### config.mk
export PLATFORM = sky130hd
export DESIGN_NAME = tracking_lock_state_machine
export DESIGN_NICKNAME = d
export VERILOG_FILES = /design/src/rtl/tlsm_pkg.sv /design/src/rtl/tracking_lock_state_machine.sv /design/src/rtl/tlsm_core.sv
export SDC_FILE = /design/constraint.sdc
export NUM_CORES = 1
export LEC_CHECK = 0
export BUFFER_PORTS_ARGS = -buffer_cell sky130_fd_sc_hd__buf_4
export CAP_MARGIN = 20
export CORE_UTILIZATION = 50
export CTS_BUF_LIST = sky130_fd_sc_hd__clkbuf_8
export DETAILED_ROUTE_END_ITERATION = 8
export GPL_TIMING_DRIVEN = 0
export PLACE_DENSITY = 0.73
export SETUP_SLACK_MARGIN = 0.02
export SYNTH_ARGS = -nofsm -noshare
export SYNTH_HDL_FRONTEND = slang
export SYNTH_SLANG_ARGS = --single-unit
export TNS_END_PERCENT = 1
### constraint.sdc
create_clock -name clk -period 5.4 [get_ports clk]
set_input_delay 1.08 -clock clk [delete_from_list [all_inputs] [get_ports clk]]
set_output_delay 1.08 -clock clk [all_outputs]
set_load 0.005 [all_outputs]
### src/rtl/tlsm_pkg.sv
// Package for the tracking lock state machine.
// Holds the event and lock codes, the configuration and result structs.
// No dependencies.
package tlsm_pkg;

    // Event operation codes
    localparam logic [2:0] OP_VISIBILITY = 3'd0;
    localparam logic [2:0] OP_CONT_OK    = 3'd1;
    localparam logic [2:0] OP_CONT_FAIL  = 3'd2;
    localparam logic [2:0] OP_RECOG_OK   = 3'd3;
    localparam logic [2:0] OP_RECOG_FAIL = 3'd4;
    localparam logic [2:0] OP_RESTART    = 3'd5;
    localparam logic [2:0] OP_RESET      = 3'd6;
    localparam logic [2:0] OP_QUERY      = 3'd7;

    // Lock state codes
    localparam logic [2:0] LK_UNINIT     = 3'd0;
    localparam logic [2:0] LK_TRACKING   = 3'd1;
    localparam logic [2:0] LK_SUSPECT    = 3'd2;
    localparam logic [2:0] LK_RECOVERING = 3'd3;
    localparam logic [2:0] LK_HIDDEN     = 3'd4;

    // Configuration register indexes
    localparam logic [1:0] CFG_HOLD_TIME     = 2'd0;
    localparam logic [1:0] CFG_VISIBLE_NEED  = 2'd1;
    localparam logic [1:0] CFG_FAILURE_LIMIT = 2'd2;

    localparam logic [15:0] HOLD_TIME_RESET     = 16'd2000;
    localparam logic [3:0]  VISIBLE_NEED_RESET  = 4'd2;
    localparam logic [3:0]  FAILURE_LIMIT_RESET = 4'd3;

    localparam logic [3:0]  COUNT_MAX = 4'hF;
    localparam logic [15:0] BATCH_MAX = 16'hFFFF;

    typedef struct packed {
        logic [15:0] hold_time_ms;
        logic [3:0]  visible_frames_needed;
        logic [3:0]  failure_limit;
    } cfg_t;

    typedef struct packed {
        logic [15:0] failed_batch_count;
        logic        hide_markers;
        logic        trusted_usable;
        logic [2:0]  lock_code;
    } result_t;

endpackage

### src/rtl/tracking_lock_state_machine.sv
// Top level of the tracking lock state machine: config registers,
// input register, result register. Depends on tlsm_pkg and tlsm_core.
//
//  channel   direction  handshake          payload
//  s_*       in         s_tvalid/s_tready  s_tdata: op, visible, now_ms
//  m_*       out        m_tvalid/m_tready  m_tdata: lock_code, usable, hide, count
//  cfg_*     in         cfg_wen            cfg_index, cfg_wdata
//
// Each event is held in the input register, then passes through the update
// logic into the result register; one event per cycle sustained while m_tready
// stays high. The update of the lock state and the 32-bit elapsed-time
// compare sit between those two registers.
// Reset clears the lock state and loads the config defaults (hold 2000 ms,
// two visible frames, three continuity failures).
// A stall on m_tready holds the result register; the input register takes one
// more transfer only if it is empty, and then s_tready drops.
module tracking_lock_state_machine
    import tlsm_pkg::*;
(
    input  logic        clk,
    input  logic        rst_n,
    // input event stream
    input  logic        s_tvalid,
    output logic        s_tready,
    input  logic [39:0] s_tdata,   // [2:0] op, [3] visible, [35:4] now_ms, [39:36] zero
    // result stream
    output logic        m_tvalid,
    input  logic        m_tready,
    output logic [23:0] m_tdata,   // [2:0] lock_code, [3] trusted_usable,
                                   // [4] hide_markers, [20:5] failed_batch_count,
                                   // [23:21] zero
    // configuration write port
    input  logic        cfg_wen,
    input  logic [1:0]  cfg_index,
    input  logic [15:0] cfg_wdata
);

    cfg_t        cfg_reg;
    logic        in_valid_reg;
    logic [2:0]  op_reg;
    logic        visible_reg;
    logic [31:0] now_ms_reg;
    logic        out_valid_reg;
    result_t     result_reg;
    result_t     result_next;
    logic        advance;

    // Advance the held event into the result register when that slot is free
    // or being emptied this cycle.
    assign advance  = in_valid_reg && (!out_valid_reg || m_tready);
    assign s_tready = !in_valid_reg || advance;

    // Config writes: drop any index past the register list.
    always_ff @(posedge clk or negedge rst_n)
    begin
        if (!rst_n)
        begin
            cfg_reg.hold_time_ms          <= HOLD_TIME_RESET;
            cfg_reg.visible_frames_needed <= VISIBLE_NEED_RESET;
            cfg_reg.failure_limit         <= FAILURE_LIMIT_RESET;
        end
        else if (cfg_wen)
        begin
            case (cfg_index)
                CFG_HOLD_TIME:     cfg_reg.hold_time_ms          <= cfg_wdata;
                CFG_VISIBLE_NEED:  cfg_reg.visible_frames_needed <= cfg_wdata[3:0];
                CFG_FAILURE_LIMIT: cfg_reg.failure_limit         <= cfg_wdata[3:0];
                default:
                begin
                end
            endcase
        end
    end

    // Input register: hold the event until it advances.
    always_ff @(posedge clk or negedge rst_n)
    begin
        if (!rst_n)
            in_valid_reg <= 1'b0;
        else if (s_tready)
            in_valid_reg <= s_tvalid;
    end

    always_ff @(posedge clk)
    begin
        if (s_tready && s_tvalid)
        begin
            op_reg      <= s_tdata[2:0];
            visible_reg <= s_tdata[3];
            now_ms_reg  <= s_tdata[35:4];
        end
    end

    tlsm_core u_core
    (
        .clk     (clk),
        .rst_n   (rst_n),
        .step    (advance),
        .op      (op_reg),
        .visible (visible_reg),
        .now_ms  (now_ms_reg),
        .cfg     (cfg_reg),
        .result  (result_next)
    );

    // Result register: load on advance, clear valid once the transfer is taken.
    always_ff @(posedge clk or negedge rst_n)
    begin
        if (!rst_n)
            out_valid_reg <= 1'b0;
        else if (advance)
            out_valid_reg <= 1'b1;
        else if (m_tready)
            out_valid_reg <= 1'b0;
    end

    always_ff @(posedge clk)
    begin
        if (advance)
            result_reg <= result_next;
    end

    assign m_tvalid = out_valid_reg;
    assign m_tdata  = {3'd0, result_reg.failed_batch_count, result_reg.hide_markers,
                       result_reg.trusted_usable, result_reg.lock_code};

endmodule

### src/rtl/tlsm_core.sv
// Lock state registers and the per-event update logic.
// Depends on tlsm_pkg for codes and the cfg_t / result_t structs.
module tlsm_core
    import tlsm_pkg::*;
(
    input  logic          clk,
    input  logic          rst_n,
    input  logic          step,
    input  logic [2:0]    op,
    input  logic          visible,
    input  logic [31:0]   now_ms,
    input  cfg_t          cfg,
    output result_t       result
);

    logic [2:0]  lock_state_reg,     lock_state_next;
    logic [3:0]  visible_count_reg,  visible_count_next;
    logic [3:0]  failure_count_reg,  failure_count_next;
    logic [15:0] failed_batches_reg, failed_batches_next;
    logic        trusted_valid_reg,  trusted_valid_next;
    logic [31:0] trusted_time_reg,   trusted_time_next;

    logic [3:0]  vis_inc;
    logic [3:0]  fail_inc;
    logic [2:0]  vis_base;
    logic [31:0] elapsed;
    logic        usable;

    assign vis_inc  = (visible_count_reg < COUNT_MAX) ? visible_count_reg + 4'd1
                                                      : visible_count_reg;
    assign fail_inc = (failure_count_reg < COUNT_MAX) ? failure_count_reg + 4'd1
                                                      : failure_count_reg;
    // visible report in hidden falls back to uninitialized first
    assign vis_base = (lock_state_reg == LK_HIDDEN) ? LK_UNINIT : lock_state_reg;

    always_comb
    begin
        lock_state_next     = lock_state_reg;
        visible_count_next  = visible_count_reg;
        failure_count_next  = failure_count_reg;
        failed_batches_next = failed_batches_reg;
        trusted_valid_next  = trusted_valid_reg;
        trusted_time_next   = trusted_time_reg;
        case (op)
            OP_VISIBILITY:
            begin
                if (!visible)
                begin
                    lock_state_next    = LK_HIDDEN;
                    visible_count_next = 4'd0;
                end
                else if (vis_base == LK_UNINIT)
                begin
                    visible_count_next = vis_inc;
                    lock_state_next    = (vis_inc >= cfg.visible_frames_needed)
                                         ? LK_RECOVERING : LK_UNINIT;
                end
            end
            OP_CONT_OK, OP_RECOG_OK:
            begin
                lock_state_next     = LK_TRACKING;
                failure_count_next  = 4'd0;
                failed_batches_next = 16'd0;
                trusted_valid_next  = 1'b1;
                trusted_time_next   = now_ms;
            end
            OP_CONT_FAIL:
            begin
                if (lock_state_reg == LK_TRACKING)
                begin
                    failure_count_next = 4'd1;
                    lock_state_next    = LK_SUSPECT;
                end
                else if (lock_state_reg == LK_SUSPECT)
                begin
                    failure_count_next = fail_inc;
                    if (fail_inc >= cfg.failure_limit)
                        lock_state_next = LK_RECOVERING;
                end
            end
            OP_RECOG_FAIL:
            begin
                lock_state_next = LK_RECOVERING;
                if (failed_batches_reg < BATCH_MAX)
                    failed_batches_next = failed_batches_reg + 16'd1;
            end
            OP_RESTART:
            begin
                lock_state_next     = LK_RECOVERING;
                visible_count_next  = 4'd0;
                failure_count_next  = 4'd0;
                failed_batches_next = 16'd1;
                trusted_valid_next  = 1'b0;
                trusted_time_next   = 32'd0;
            end
            OP_RESET:
            begin
                lock_state_next     = LK_UNINIT;
                visible_count_next  = 4'd0;
                failure_count_next  = 4'd0;
                failed_batches_next = 16'd0;
                trusted_valid_next  = 1'b0;
                trusted_time_next   = 32'd0;
            end
            OP_QUERY:
            begin
            end
            default:
            begin
            end
        endcase
    end

    // wrapping elapsed time against the post-event trusted time
    assign elapsed = now_ms - trusted_time_next;
    assign usable  = trusted_valid_next && (lock_state_next != LK_HIDDEN)
                     && (elapsed <= {16'd0, cfg.hold_time_ms});

    always_comb
    begin
        result.lock_code          = lock_state_next;
        result.trusted_usable     = usable;
        result.failed_batch_count = failed_batches_next;
        if (lock_state_next == LK_HIDDEN)
            result.hide_markers = 1'b1;
        else if (lock_state_next inside {LK_SUSPECT, LK_RECOVERING})
            result.hide_markers = !usable;
        else
            result.hide_markers = 1'b0;
    end

    always_ff @(posedge clk or negedge rst_n)
    begin
        if (!rst_n)
        begin
            lock_state_reg     <= LK_UNINIT;
            visible_count_reg  <= 4'd0;
            failure_count_reg  <= 4'd0;
            failed_batches_reg <= 16'd0;
            trusted_valid_reg  <= 1'b0;
            trusted_time_reg   <= 32'd0;
        end
        else if (step)
        begin
            lock_state_reg     <= lock_state_next;
            visible_count_reg  <= visible_count_next;
            failure_count_reg  <= failure_count_next;
            failed_batches_reg <= failed_batches_next;
            trusted_valid_reg  <= trusted_valid_next;
            trusted_time_reg   <= trusted_time_next;
        end
    end

endmodule

=== Yosys cells after proc, flatten, opt, wreduce, memory -nomap -nowiden ===
Index checks and enable logic that the tools add are counted.

* Add/subtract/negate cells: 4
* Magnitude comparators: 6
* Eq/ne operators: 17
* Mux-type cells: 23
* Reductions and logical operators: 26

{| class="wikitable"
|+ Operators by type and width
! cell !! number
|-
| one-hot mux 32 bit (2 select lines) || 1
|-
| one-hot mux 16 bit (3 select lines) || 1
|-
| less-or-equal comparator 32 x 16 -> 1 bit || 1
|-
| subtractor 32 bit || 1
|-
| 2-to-1 mux 4 bit || 6
|-
| 2-to-1 mux 3 bit || 6
|-
| adder 16 x 1 -> 16 bit, second input constant || 1
|-
| < comparator 16 bit, second input constant || 1
|-
| 2-to-1 mux 16 bit || 1
|-
| one-hot mux 4 bit (2 select lines) || 2
|-
| == test 3 x 2 -> 1 bit, second input constant || 5
|-
| == test 3 bit, second input constant || 5
|-
| one-hot mux 3 bit (5 select lines) || 1
|-
| adder 4 x 1 -> 4 bit, second input constant || 2
|-
| >= comparator 4 bit || 2
|-
| < comparator 4 bit, second input constant || 2
|-
| nonzero test 2 bit || 4
|-
| == test 3 x 1 -> 1 bit, second input constant || 2
|-
| zero test 3 bit || 2
|-
| AND reduction 2 bit || 3
|-
| AND reduction 3 bit || 2
|-
| OR reduction 2 bit || 3
|-
| logical AND 1 bit || 4
|-
| OR reduction 4 bit || 1
|-
| 12 further kinds || 17
|}

* Flip-flop bits (word level): 143
* Input bits: 63
* Output and inout port bits: 26
* Logic and storage cells: 94

=== Longest topological paths before layout ===
Gate-level depths: netlist of run 1.

* Word-level depth: 12
* Gate-level depth with buffers: 23
* Depth with buffers taken out: 21

=== Modules after synthesis ===
Synthesis of run 1 repeated with hierarchy kept, for this count alone.

* Cell total of the unflattened synthesis: 879
* Area, all modules: 8773.4 um^2

{| class="wikitable"
|+ Modules (own cells, without submodules)
! module !! instances !! cells each !! area each (um^2) !! seq. area each (um^2)
|-
| tlsm_core || 1 || 758 || 6015.8 || 1501.4
|-
| tracking_lock_state_machine || 1 || 121 || 2757.6 || 2373.5
|}

=== Worst setup path before layout of run 1 ===
No wires, ideal clock.

* Path kind: reg2reg
* Start point: reg op_reg[2]
* End point: reg result_reg, in the netlist m_tdata[4], data pin
* Setup time: 0.266 ns
* Arrival time: 4.688 ns
* Data required time: 5.134 ns
* Slack: 0.446 ns
* Stages on the path, launching flop included: 22
* Buffers on the path: 2
* Clock period less this slack: 4.954 ns
* Path through: edfxtp_1 -> buf_2 -> nand2_1 -> xnor2_1 -> clkbuf_1 -> a22o_1 -> ha_1 -> fa_1 -> and2b_4 -> o2111ai_4 -> a211oi_2 -> nor2_1 -> xnor2_1 -> ha_1 -> nand3_1 -> or4_1 -> or3_1 -> o21ai_1 -> o311a_2 -> nand4_1 -> a2111oi_2 -> o21ai_1

{| class="wikitable"
|+ RTL lines
! what !! line !! source
|-
| from (decl) || tracking_lock_state_machine.sv:40 || <nowiki>logic [2:0] op_reg;</nowiki>
|-
| from (signal assigned) || tracking_lock_state_machine.sv:88 || <nowiki>op_reg <= s_tdata[2:0];</nowiki>
|-
| to (signal assigned) || tracking_lock_state_machine.sv:120 || <nowiki>result_reg <= result_next;</nowiki>
|-
| to (decl) || tracking_lock_state_machine.sv:44 || <nowiki>result_t result_reg;</nowiki>
|}

==> results.sh, run 1 <==
export IMPL_ys_seq_elements=143
export IMPL_synth_area_leaders="dfrtp_1 (22%), edfxtp_1 (19%), ha_1 (8.3%), nand2_1 (5.3%), o21ai_0 (5.1%)"
export IMPL_path_clk_slew_ps=90
export IMPL_die_h_um=136
export IMPL_finalCritPeriodShare_pct=97.5
export IMPL_antenna_cells=0
export IMPL_setup_violations=0
export IMPL_initial_core_util_pct=51.4
export IMPL_r2r_start="op_reg[0]"
export IMPL_slowest_delay_ps=500
export IMPL_grt_pass1_vias=7091
export IMPL_syn_area_mm2=0.00892
export IMPL_dr_pass1_iters=5
export IMPL_ant_nets=0
export IMPL_ir_drop_mv=0.235
export IMPL_clk_latency_ps=460
export IMPL_fin_area_mm2=0.0106
export IMPL_root_buffer="clkbuf_8"
export IMPL_grt_pass1_wl_um=34800
export IMPL_slowest_stage="or4_4"
export IMPL_dp_hpwl_um=15600
export IMPL_grt_setup_unrepaired="false"
export IMPL_grt_antenna_before_repair=0
export IMPL_postCtsHoldBufs=0
export IMPL_cp_max_fo=6
export IMPL_required_ps=5610
export IMPL_crit_cells=21
export IMPL_critPathCaptureType="flip-flop"
export IMPL_yosysSeqAreaShare_pct=43.5
export IMPL_ys_flop_type="dfrtp_1"
export IMPL_regToRegSetupSlack_ps=130
export IMPL_vias_per_cell=5.75
export IMPL_critPathLaunch="op_reg[0]"
export IMPL_coreArea_mm2=0.0174
export IMPL_io_pins=89
export IMPL_clock_fmax_ghz=0.190
export IMPL_path_delay_family="compound AO/OA/AOI/OAI gates"
export IMPL_ys_warn_count=0
export IMPL_port_buffers=81
export IMPL_crit_path_start_kind="flip-flop"
export IMPL_skew_ps=10.4
export IMPL_drt_iter0_drc=450
export IMPL_finalMaxSlewViolations=0
export IMPL_fin_tns_setup_ps=0
export IMPL_postSynthCellCount=922
export IMPL_syn2layout_area_growth_pct=19.0
export IMPL_leakagePower_nw=4.54
export IMPL_drc=0
export IMPL_yosys_top_cells_count="nand2_1 (125), o21ai_0 (90), dfrtp_1 (77)"
export IMPL_hp_class="flip-flop to flip-flop"
export IMPL_finalHoldViolCount=0
export IMPL_dieArea_mm2=0.0184
export IMPL_grt_usage_pct=24.4
export IMPL_hold_depth=2
export IMPL_tightest_slew_ps=745
export IMPL_async_reset_ff_share_pct=60.1
export IMPL_dr_total_vias=7360
export IMPL_nets=1164
export IMPL_synth_area_leader_cell="dfrtp_1"
export IMPL_tritoncts="built"
export IMPL_path_buf_inv=3
export IMPL_cts_buffers=17
export IMPL_ys_types=87
export IMPL_cts_buffer_depth=2
export IMPL_crit_type="flip-flop to flip-flop"
export IMPL_synth_top_cell_area_share_pct=21.6
export IMPL_r2r_end="m_tdata[4]"
export IMPL_place_area_mm2=0.00986
export IMPL_rows=48
export IMPL_period_minus_slack_ps=5270
export IMPL_status="finished, final reports clean"
export IMPL_cp_arrival_ps=5470
export IMPL_relSlewSlack_pct=50.0
export IMPL_drive_above_1_share_pct=23.6
export IMPL_crit_chain="buf_6 > inv_8 > xnor2_4 > buf_8 > a22o_1 > ha_2 > fa_2 > and2b_4 > o2111ai_4 > a211oi_2 > nor2_2 > xnor2_1 > ha_1 > nand3_2 > or4_4 > or3_1 > o21ai_2 > o311a_4 > nand4_1 > a2111oi_4 > o21ai_1"
export IMPL_synth_most_common_cell="nand2_1"
export IMPL_die_x_um=136
export IMPL_globalRouteOverflowTotal=0
export IMPL_cts_htree_levels=4
export IMPL_power_density_mw_per_mm2=331
export IMPL_crit_path_end="m_tdata[4]"
export IMPL_dp_cells=1232
export IMPL_place_gp_congestion=0.890
export IMPL_synth_edf_count=57
export IMPL_syn_avg_cell_area_um2=9.67
export IMPL_cap_violations=0
export IMPL_grt_start_max_net_pins=69
export IMPL_r2r_cells=21
export IMPL_wl_um=21200
export IMPL_fin_cells=1279
export IMPL_cts_num_sinks=143
export IMPL_avgRoutedWirePerCell_um=16.6
export IMPL_hp_start="u_core.trusted_time_reg[17]"
export IMPL_finalHoldWorstSlack_ps=488
[cell type report]
class                           count  area (um2)
Fill cell                        1482        6740
Multi-Input combinational cell    687        4690
Sequential cell                   143        3870
Timing Repair Buffer               98         768
Buffer                             50         384
Tap cell                          225         282
Clock buffer                       17         234
Clock inverter                     15         211
Inverter                           44         173
[layer usage]
layer | wire length, um | GRT usage, % | vias to the layer above
met5 | 0 | 0 | -
met4 | 353 | 7.55 | 0
met3 | 739 | 3.82 | 26
met2 | 10600 | 41.8 | 168
met1 | 9580 | 31.6 | 3549
li1 | - | - | 3617
[kinds of logic (layout without fill, tap and decap cells)]
| kind of cell | Yosys count | after routing | synth area share, % |
|---|---|---|---|
| DFF | 143 | 143 | 43.5 |
| buffers and inverters | 94 | 224 | 5.37 |
| adders and majority gates | 60 | 60 | 8.50 |
| muxes | 30 | 30 | 3.70 |
| and+or+nand+nor | 296 | 296 | 16.2 |
| AOI/OAI and AO/OA | 272 | 272 | 20.2 |
| other | 1 | 3 | 0.0421 |
| xor gates and xnor gates | 26 | 26 | 2.55 |
[per-stage QoR]
step,util (%),setup slack (ps),total power (W)
global placement,56.5,-949,0.00246
floorplan,-,446,0.00218
CTS,60.4,28.4,0.00349
finish,61.2,132,0.00351
detailed placement,56.8,-911,0.00249
global route,61.2,2.16,0.00373
[worst register-to-register path: stages, from the launching register on]
cell and delay, ps:
edfxtp_1 420, buf_6 170, inv_8 90, xnor2_4 140, buf_8 170, a22o_1 190
ha_2 210, fa_2 360, and2b_4 280, o2111ai_4 180, a211oi_2 330, nor2_2 90
xnor2_1 140, ha_1 320, nand3_2 90, or4_4 500, or3_1 330, o21ai_2 90
o311a_4 210, nand4_1 150, a2111oi_4 470, o21ai_1 100
[worst min-delay path by stage]
stage                                          endpoint
after global routing      u_core.failed_batches_reg[14]
after CTS                    u_core.trusted_time_reg[9]
after floorplan              u_core.trusted_time_reg[0]
after detailed placement     u_core.trusted_time_reg[9]
after global placement       u_core.trusted_time_reg[0]
final                       u_core.trusted_time_reg[17]
[power by group]
group	switching, W	internal (W)
Combinational	0.000681	0.000515
Clock	0.000450	0.000512
Sequential	0.0000775	0.00127
Total	0.00121	0.00230
[placed cells by master (no fill, tap or decap), types with 7 or more instances in the layout]
cell type  instances
nor3_1            10
and3_1            12
mux2_2            24
a21oi_1           54
clkbuf_1          14
edfxtp_1          57
clkbuf_8          21
xnor2_1           16
inv_1             43
a22oi_1           33
nor2_1            39
buf_4            102
nand4_1           18
o211ai_1           7
o21ai_0           87
dfrtp_1           77
ha_1              57
nand2b_1           9
a31oi_1            7
dfstp_2            9
buf_6             11
nand2_1          124
a211oi_1          14
xor2_1             9
nor2b_1            8
nand3_1           31
[repair_timing]
item	4_1_cts	5_1_grt
setup endpoints to repair	2	2
resized for setup	33	23
buffers inserted	7	8
pin swaps	3	19
gates cloned	0	0
(Power assumes the default switching activity.)
==> run 2, diff against run 1 <==
- SYNTH_HIERARCHICAL: not set -> 1
==> run 2 against run 1 <==
  * Design area is 0.67% higher
  * Synthesized cell count is 4.7% lower
  * Via count is 0.50% lower
  * Maximum frequency is 0.63% higher
  * Global-route usage is 0.19 points lower
  * Critical path depth is 3 higher
  * Critical path type unchanged
  * Critical endpoint is now m_tdata[4]
  * Highest routed layer unchanged
==> results.sh, run 2 <==
export IMPL_status="finished, final reports clean"
export IMPL_hp_class="flip-flop to flip-flop"
export IMPL_grt_usage_pct=24.2
export IMPL_cts_num_sinks=143
export IMPL_finalHoldWorstSlack_ps=502
export IMPL_drt_iter0_drc=573
export IMPL_critPathLaunch="op_reg[2]"
export IMPL_multi_input_area_mm2=0.00473
export IMPL_root_buffer="clkbuf_8"
export IMPL_wl_um=21400
export IMPL_dr_pass1_iters=8
export IMPL_ys_flop_type="dfrtp_1"
export IMPL_initial_core_util_pct=50.9
export IMPL_cp_max_fo=10
export IMPL_grt_start_max_net_pins=52
export IMPL_skew_ps=11.8
export IMPL_ys_seq_elements=143
export IMPL_required_ps=5610
export IMPL_period_minus_slack_ps=5230
export IMPL_mostFrequentLayoutCell="buf_4"
export IMPL_slowest_stage="edfxtp_1"
export IMPL_ant_nets=0
export IMPL_syn_area_mm2=0.00877
export IMPL_synth_edf_count=57
export IMPL_synth_most_common_cell="nor2_1"
export IMPL_relSlewSlack_pct=34.1
export IMPL_pre_cts_ws_ps=-1510
export IMPL_r2r_start="op_reg[2]"
export IMPL_hp_start="in_valid_reg"
export IMPL_yosys_area_share_xor_xnor_pct=2.70
export IMPL_fillers=1419
export IMPL_synthAdderAreaFrac_pct=8.64
export IMPL_slowest_delay_ps=430
export IMPL_cts_htree_levels=4
export IMPL_clk_latency_ps=460
export IMPL_async_reset_ff_share_pct=60.1
export IMPL_setup_violations=0
export IMPL_ys_warn_count=6
export IMPL_io_pins=89
export IMPL_synth_compound_area_share_pct=18.3
export IMPL_grt_antenna_before_repair=0
export IMPL_drive_above_1_share_pct=27.1
export IMPL_power_density_mw_per_mm2=358
export IMPL_path_buf_inv=5
export IMPL_dp_cells=1189
export IMPL_tritoncts="built"
export IMPL_place_gp_congestion=0.921
export IMPL_drc=0
export IMPL_clock_fmax_ghz=0.191
export IMPL_cts_buffers=17
export IMPL_synth_top_family_by_area="compound AO/OA/AOI/OAI gates"
export IMPL_leakagePower_nw=4.63
export IMPL_nets=1139
export IMPL_port_buffers=81
export IMPL_finalCritPeriodShare_pct=96.9
export IMPL_yosys_area_share_simple_pct=15.8
export IMPL_avgRoutedWirePerCell_um=17.1
export IMPL_register_area_mm2=0.00387
export IMPL_ys_types=87
export IMPL_synth_top_cell_area_share_pct=22.0
export IMPL_postSynthCellCount=879
export IMPL_path_delay_family="compound AO/OA/AOI/OAI gates"
export IMPL_dr_total_vias=7323
export IMPL_globalRouteOverflowTotal=0
export IMPL_fin_cells=1254
export IMPL_crit_path_start_kind="flip-flop"
export IMPL_cap_violations=0
export IMPL_cts_buffer_depth=2
export IMPL_synth_area_leaders="dfrtp_1 (22%), edfxtp_1 (20%), ha_1 (8.4%), mux2_2 (5.6%), a21oi_1 (4.6%)"
export IMPL_most_common_layout_cells="buf_4 (124), nor2_1 (82), dfrtp_1 (77), a21oi_1 (75), nand2_1 (63)"
export IMPL_critPathCaptureType="flip-flop"
export IMPL_path_clk_slew_ps=80
export IMPL_syn_avg_cell_area_um2=9.98
export IMPL_antenna_cells=0
export IMPL_yosys_top_cells_count="nor2_1 (85), a21oi_1 (80), dfrtp_1 (77)"
export IMPL_ir_drop_mv=0.203
export IMPL_crit_type="flip-flop to flip-flop"
export IMPL_dp_hpwl_um=15200
export IMPL_crit_chain="buf_6 > nand2_4 > xnor2_4 > buf_8 > buf_8 > a22oi_2 > inv_1 > fa_2 > nor2b_4 > o31ai_4 > a311oi_2 > a31o_2 > xor2_2 > ha_1 > nand4_1 > buf_4 > a2111oi_0 > a211oi_1 > o2111ai_1 > nor4_2 > nand4b_1 > nor4_2 > and4_4 > o21bai_1"
export IMPL_rows=48
export IMPL_grt_pass1_wl_um=34100
export IMPL_finalMaxSlewViolations=0
export IMPL_tightest_slew_ps=988
export IMPL_finalHoldViolCount=0
export IMPL_synth_area_mux_share_pct=6.23
export IMPL_dieArea_mm2=0.0181
export IMPL_total_power_w=0.00383
export IMPL_grt_pass1_vias=6852
export IMPL_syn2layout_area_growth_pct=21.8
export IMPL_die_x_um=134
export IMPL_die_h_um=134
export IMPL_cp_arrival_ps=5450
export IMPL_vias_per_cell=5.84
export IMPL_coreArea_mm2=0.0172
export IMPL_synth_area_leader_cell="dfrtp_1"
export IMPL_worst_slack_ps=165
export IMPL_yosysSeqAreaShare_pct=44.2
export IMPL_fin_util_pct=62.0
run 2: cell types whose count changed after synthesis, moves of 6 or more:
cell and delta:
and3_1 -6, o21ai_0 -51, nor2_1 +44, nand4_1 -6, buf_6 -7, a211oi_1 -9
mux2_2 +20, nor3_1 +7, a21oi_1 +24, nand2_1 -61
run 2: final timing paths:
| path | endpoint | slack (ps) | cells after the start |
|---|---|---|---|
| setup / recovery | m_tdata[4] | 170 | 24 |
| hold / removal | m_tvalid | 500 | 1 |
| setup reg to reg | m_tdata[4] | 170 | 24 |
| hold reg to reg | m_tvalid | 500 | 1 |
| max in group asynchronous | u_core/trusted_time_reg[22] | 4180 | 2 |
| min in group asynchronous | cfg_reg[4] | 580 | 1 |
run 2: stage by stage:
stage	setup TNS, ps	instance area (um2)
after global placement	-2780	9670
final	0	10700
after global routing	-66.7	10700
after floorplan	0	8780
after detailed placement	-2910	9720
after CTS	0	10300
run 2: cells by family (layout without fill, tap and decap cells):
group | after synthesis | count (layout)
multiplexers | 49 | 49
adder cells (fa/ha/maj) | 60 | 60
XOR/XNOR | 27 | 27
flip-flops | 143 | 143
other | 1 | 3
AO/OA/AOI/OAI | 243 | 243
AND/OR/NAND/NOR | 275 | 275
buffers and inverters | 81 | 229
run 2: cell type report:
type	instances	area share (%)
Inverter	37	1.30
Multi-Input combinational cell	657	44.3
Buffer	42	2.90
Clock buffer	19	2.45
Tap cell	225	2.63
Clock inverter	13	1.59
Timing Repair Buffer	118	8.59
Sequential cell	143	36.3
run 2: routing by layer:
metal  GRT usage (%)  routed length, um  vias up
met5               0                  0        -
met4            7.93                450        0
met3            4.84               1010       42
met2            41.7              10700      222
met1            30.6               9200     3514
li1                -                  -     3545
run 2: report_power, final:
group	leakage (nW)	switching (W)	internal, W
clock	0.229	0.000412	0.000523
sequential	1.59	0.0000969	0.00130
combinational	2.81	0.000828	0.000669
run 2: worst register-to-register path, cell delays in order (launching register included):
cell and delay (ps):
edfxtp_1 430, buf_6 150, nand2_4 70, xnor2_4 150, buf_8 150, buf_8 150
a22oi_2 160, inv_1 90, fa_2 400, nor2b_4 160, o31ai_4 90, a311oi_2 310
a31o_2 240, xor2_2 170, ha_1 260, nand4_1 150, buf_4 140, a2111oi_0 80
a211oi_1 430, o2111ai_1 180, nor4_2 180, nand4b_1 150, nor4_2 330, and4_4 280
o21bai_1 70
run 2: repair_timing:
action                                  4_1_cts  5_1_grt
endpoints found under the setup margin        2        2
setup buffers                                 9       26
hold buffers                                  0        0
resized for setup                            33       50
pin swaps                                     8       28
